==> src/hdl/sorted_set_table_unit_assert.svh <==
// Assertion macros for the sorted set table.
// Each macro samples on clk and is disabled while rst_n is low.
`ifndef SORTED_SET_TABLE_UNIT_ASSERT_SVH
`define SORTED_SET_TABLE_UNIT_ASSERT_SVH

`ifndef SYNTHESIS

// Same-cycle implication.
`define SST_ASSERT_IMPLY(label, ante, cons) \
  label: assert property (@(posedge clk) disable iff (!rst_n) (ante) |-> (cons)) \
    else $error("sorted set table: same-cycle check failed");

// Next-cycle implication.
`define SST_ASSERT_NEXT(label, ante, cons) \
  label: assert property (@(posedge clk) disable iff (!rst_n) (ante) |=> (cons)) \
    else $error("sorted set table: next-cycle check failed");

`else

`define SST_ASSERT_IMPLY(label, ante, cons)
`define SST_ASSERT_NEXT(label, ante, cons)

`endif

`endif

==> src/hdl/sst_pkg.sv <==
`timescale 1ns / 1ps

package sst_pkg;

  typedef enum logic [1:0] {
    OP_INSERT = 2'd0,
    OP_DELETE = 2'd1,
    OP_READ   = 2'd2
  } op_t;

  typedef enum logic [2:0] {
    ST_INSERTED  = 3'd0,
    ST_DUPLICATE = 3'd1,
    ST_FULL      = 3'd2,
    ST_DELETED   = 3'd3,
    ST_ABSENT    = 3'd4,
    ST_READ      = 3'd5
  } status_t;

  // Broadcast controls from the sequencer to every cell.
  typedef struct packed {
    logic sample;  // latch compare flags and read tap
    logic look;    // item reads or deletes at a position
    logic ins;     // commit an insert
    logic del;     // commit a delete
  } cell_ctl_t;

  // Fan-in of one OR-tree node.
  localparam int FANIN = 8;

  // Number of nodes at tree level l (level 0 is the leaves).
  function automatic int level_size(int n, int l);
    int s;
    s = n;
    for (int m = 0; m < l; m++) begin
      s = (s + FANIN - 1) / FANIN;
    end
    return s;
  endfunction

  // Offset of level l in the flat node array (level 1 starts at 0).
  function automatic int level_offset(int n, int l);
    int ofs;
    ofs = 0;
    for (int m = 1; m < l; m++) begin
      ofs = ofs + level_size(n, m);
    end
    return ofs;
  endfunction

  // Registered levels needed to reduce n leaves to one node.
  function automatic int tree_levels(int n);
    int s;
    int lv;
    s  = n;
    lv = 0;
    while (s > 1) begin
      s  = (s + FANIN - 1) / FANIN;
      lv = lv + 1;
    end
    return lv;
  endfunction

endpackage

==> src/hdl/sst_cell.sv <==
`timescale 1ns / 1ps

module sst_cell #(
  parameter int VB  = 32,
  parameter int PW  = 7,
  parameter int IDX = 0
) (
  input  logic                     clk,
  input  sst_pkg::cell_ctl_t       ctl_i,
  input  logic signed [VB-1:0]     value_i,
  input  logic        [PW-1:0]     count_i,
  input  logic        [PW-1:0]     pos_i,
  input  logic signed [VB-1:0]     prev_entry_i,
  input  logic                     prev_gt_i,
  input  logic signed [VB-1:0]     next_entry_i,
  output logic signed [VB-1:0]     entry_o,
  output logic                     gt_o,
  output logic        [0:0]        eq_o,
  output logic        [VB-1:0]     tap_o
);

  localparam logic [PW-1:0] IDX_C = PW'(IDX);

  logic signed [VB-1:0] entry_r;
  logic                 gt_r;
  logic                 above_r;
  logic                 eq_r;
  logic                 shift_r;
  logic        [VB-1:0] tap_r;
  logic                 active;

  assign active = IDX_C < count_i;

  always_ff @(posedge clk) begin
    if (ctl_i.sample) begin
      gt_r    <= active && (entry_r > value_i);
      above_r <= !active || (entry_r > value_i);
      eq_r    <= active && (entry_r == value_i);
      shift_r <= IDX_C >= pos_i;
      tap_r   <= (active && ctl_i.look && (IDX_C == pos_i)) ? entry_r : '0;
    end
    // Insert: take the lower neighbor if it moves up, else take the new value
    // at the slot. Delete: pull the upper neighbor down.
    if (ctl_i.ins) begin
      if (prev_gt_i) begin
        entry_r <= prev_entry_i;
      end else if (above_r) begin
        entry_r <= value_i;
      end
    end else if (ctl_i.del && shift_r) begin
      entry_r <= next_entry_i;
    end
  end

  assign entry_o = entry_r;
  assign gt_o    = gt_r;
  assign eq_o    = eq_r;
  assign tap_o   = tap_r;

endmodule

==> config.mk <==
export PLATFORM = sky130hd
export DESIGN_NAME = sst_cell
export DESIGN_NICKNAME = d
export VERILOG_FILES = /design/src/hdl/sorted_set_table_unit_assert.svh /design/src/hdl/sst_pkg.sv /design/src/hdl/sst_cell.sv
export SDC_FILE = /design/constraint.sdc
export NUM_CORES = 1
export LEC_CHECK = 0
export BUFFER_PORTS_ARGS = -buffer_cell sky130_fd_sc_hd__buf_2
export CAP_MARGIN = 20
export CORE_MARGIN = 2
export CORE_UTILIZATION = 40
export CTS_BUF_LIST = sky130_fd_sc_hd__clkbuf_8
export DETAILED_ROUTE_END_ITERATION = 10
export GPL_ROUTABILITY_DRIVEN = 0
export PLACE_DENSITY_LB_ADDON = 0.08
export SLEW_MARGIN = 20
export SYNTH_ARGS = -nofsm -noshare
export SYNTH_HDL_FRONTEND = slang
export SYNTH_SLANG_ARGS = --single-unit
==> constraint.sdc <==
create_clock -name clk -period 3.9 [get_ports clk]
set_input_delay 0.78 -clock clk [delete_from_list [all_inputs] [get_ports clk]]
set_output_delay 0.78 -clock clk [all_outputs]
set_load 0.05 [all_outputs]
==> summary.md <==
| Metric | Value |
|---|---|
| First-pass GRT wire length | `14.2 mm` |
| Data required time of the worst path | `3990 ps` |
| All-Layer GR Usage | `18.1%` |
| Max Cap Viol | `0` |
| Power per cell area | `406 nW/µm²` |
| Die X | `102 µm` |
| Post-CTS setup buffers | `0` |
| Drt via density | `4.81` |
| # fillers | `870` |
| EDFF count, synth | `68` |
| TritonCTS clock tree | `yes` |
| CTS H-tree lvls | `3` |
| Normalized max-slew margin | `42.1%` |
| Post-synth ARST share | `0%` |
| Area Growth Syn to Fin | `33.9%` |
| Reg clk slew, reported paths | `70 ps` |
| Area of the die | `10,400 µm²` |
| 1st-iter DRT viols | `64` |
| RSZ-0062 raised after global routing | `false` |
| Avg Cell Area, Syn | `11.3 µm²` |
| Tot Pwr | `2.08 mW` |
| TNS Setup | `0 ps` |
| Mapped cell area | `3830 µm²` |
| Layout cells sized above 1 | `38.9%` |
| Synthesized flop and latch total | `68` |
| Detail Route Antenna Nets | `0` |
| Ant diodes | `0` |
| # hold bufs at CTS | `0` |
| Post-Syn Instances | `340` |
| Top FF cell, synth | `edfxtp_1` |
| CTS Buf Count | `9` |
| Period Utilization, post-route | `62.3%` |
| Final Hold Viols | `0` |
| CP Launch Type | `input port` |
| Cell Area, Placed | `4890 µm²` |
| Total number of vias | `3,155` |
| Fmax | `411 MHz` |
| Critical Path End Type | `flop` |
| DR DRC count | `0` |
| Hold_sp | `entry_o[6]` |
| Skew-Pair Late Insertion Delay | `350 ps` |
| Leakage | `2.45 nW` |
| CTS sink cnt | `68` |
| CP Data Arrival Time | `2520 ps` |
| Grt ovf | `0` |
| Sequential element share of the synthesized area | `53.3%` |
| Status | `finished clean` |
| Worst Skew | `8.01 ps` |
| Critical Path Start | `value_i[31]` |
| Num ports | `182` |
| Hold WC Path Type | `flop to flop` |
| Worst hold slack | `589 ps` |
| Port bufs | `181` |
| Largest net degree at the start of global routing | `66` |
| Distinct cells, synth | `34` |
| Initial antenna violation count | `1` |
| DRT Pass-1 Iters | `4` |
| Crit Path Category | `input port to flop` |
| Fin area | `5130 µm²` |
| Max Root-Sink Buffers | `2` |
| Final Max Tran Viols | `0` |
| Syn. warnings | `0` |
| Final setup violation count | `0` |
| WL/cell | `14.5 µm` |
| VDD IR max | `167 µV` |
| Final wirelength | `9.48 mm` |
| Die Y-Extent | `102 µm` |
| Synthesized Nets | `488` |
| Post-detail-place hpwl | `7.33 mm` |
| RR Startpoint | `entry_o[31]` |
| Final net count | `670` |
| Vias in the first global route | `3,020` |
| Core area | `9280 µm²` |
| Clock Tree Root | `clkbuf_8` |
| Worst-Margin Slew | `868 ps` |
| Min Tclk post-route | `2430 ps` |
| Floorplan row count | `35` |
| Initial Util | `41.3%` |
| Count of cells resized by post-cts repair | `0` |
| Crit Path Max Fanout | `6` |
-- synthesized netlist by cell type (5+ instances only) --
master | number | area share, %
ha_1 | 32 | 10
nand4_1 | 8 | 1.3
nand2_1 | 8 | 0.78
buf_2 | 5 | 0.65
nor2_1 | 37 | 3.6
mux2i_1 | 32 | 8.4
edfxtp_1 | 68 | 53
inv_1 | 32 | 3.1
a21oi_1 | 47 | 6.1
and2_1 | 33 | 5.4
clkbuf_1 | 6 | 0.59
-- worst paths after layout --
path                            depth (start not counted)  slack, ps  endpoint
worst max-delay path                                    9       1470   above_r
worst min-delay path                                    1        590  tap_o[6]
worst max register to register                          7       1590   above_r
worst min register to register                          1        590  tap_o[6]
-- state kept, by name (all words and copies together) (netlist names) --
register,count
gt_o,1
eq_o,1
entry_o,32
shift_r,1
above_r,1
tap_o,32
-- power breakdown --
| group | internal (mW) | switching, mW | leakage, nW | total, mW |
|---|---|---|---|---|
| clock network | 0.422 | 0.279 | 0.117 | 0.702 |
| logic | 0.156 | 0.327 | 1.66 | 0.482 |
| registers | 0.867 | 0.0297 | 0.673 | 0.896 |
-- cells by family (layout without fill, tap and decap cells) --
group                    count (synthesis)  in the layout  share of synthesized area [%]
AO/OA/AOI/OAI                           61             61                           8.79
adder cells (fa/ha/maj)                 32             32                           10.5
buffers and inverters                   46            233                           4.70
flip-flops                              68             68                           53.3
multiplexers                            32             32                           8.36
AND/OR/NAND/NOR                        101            101                           14.4
-- routing by layer --
metal  global-route usage [%]  routed length [µm]  vias up
met5                        0                  13        -
met4                     4.92                  75        2
met3                     5.40                 645       10
met2                     30.9                4570      111
met1                     22.5                4180     1436
li1                         -                   -     1596
-- area by class of cell --
type | instances | area, µm² | area share, %
Sequential cell | 68 | 2040 | 39.8
Multi-Input combinational cell | 226 | 1620 | 31.6
Timing Repair Buffer | 185 | 948 | 18.5
Tap cell | 129 | 161 | 3.15
Clock buffer | 9 | 124 | 2.41
Inverter | 32 | 120 | 2.34
Clock inverter | 7 | 115 | 2.24
-- stage by stage --
step	std cells	utilization, %	worst slack (ps)
floorplan	340	-	486
global placement	640	52.7	1060
detailed placement	640	52.7	1070
CTS	656	55.3	1440
global route	656	55.3	1280
finish	656	55.3	1470
-- cell usage in the layout, fill, tap and decap left out, types with 8 or more instances in the layout --
master	netlist	layout
and2_1	33	33
nor2_1	37	37
nand4_1	8	8
a21oi_1	47	46
nand2_1	8	8
edfxtp_1	68	68
buf_2	5	181
mux2i_1	32	32
inv_1	32	32
ha_1	32	32
clkbuf_8	0	9
-- critical path: stages --
cell	delay, ps
buf_2	90
inv_1	40
ha_1	380
nand4_1	190
nor4_1	470
nand2_1	150
and2_1	190
a21oi_1	130
o211ai_1	90
Power figures use the tool's default switching activity.
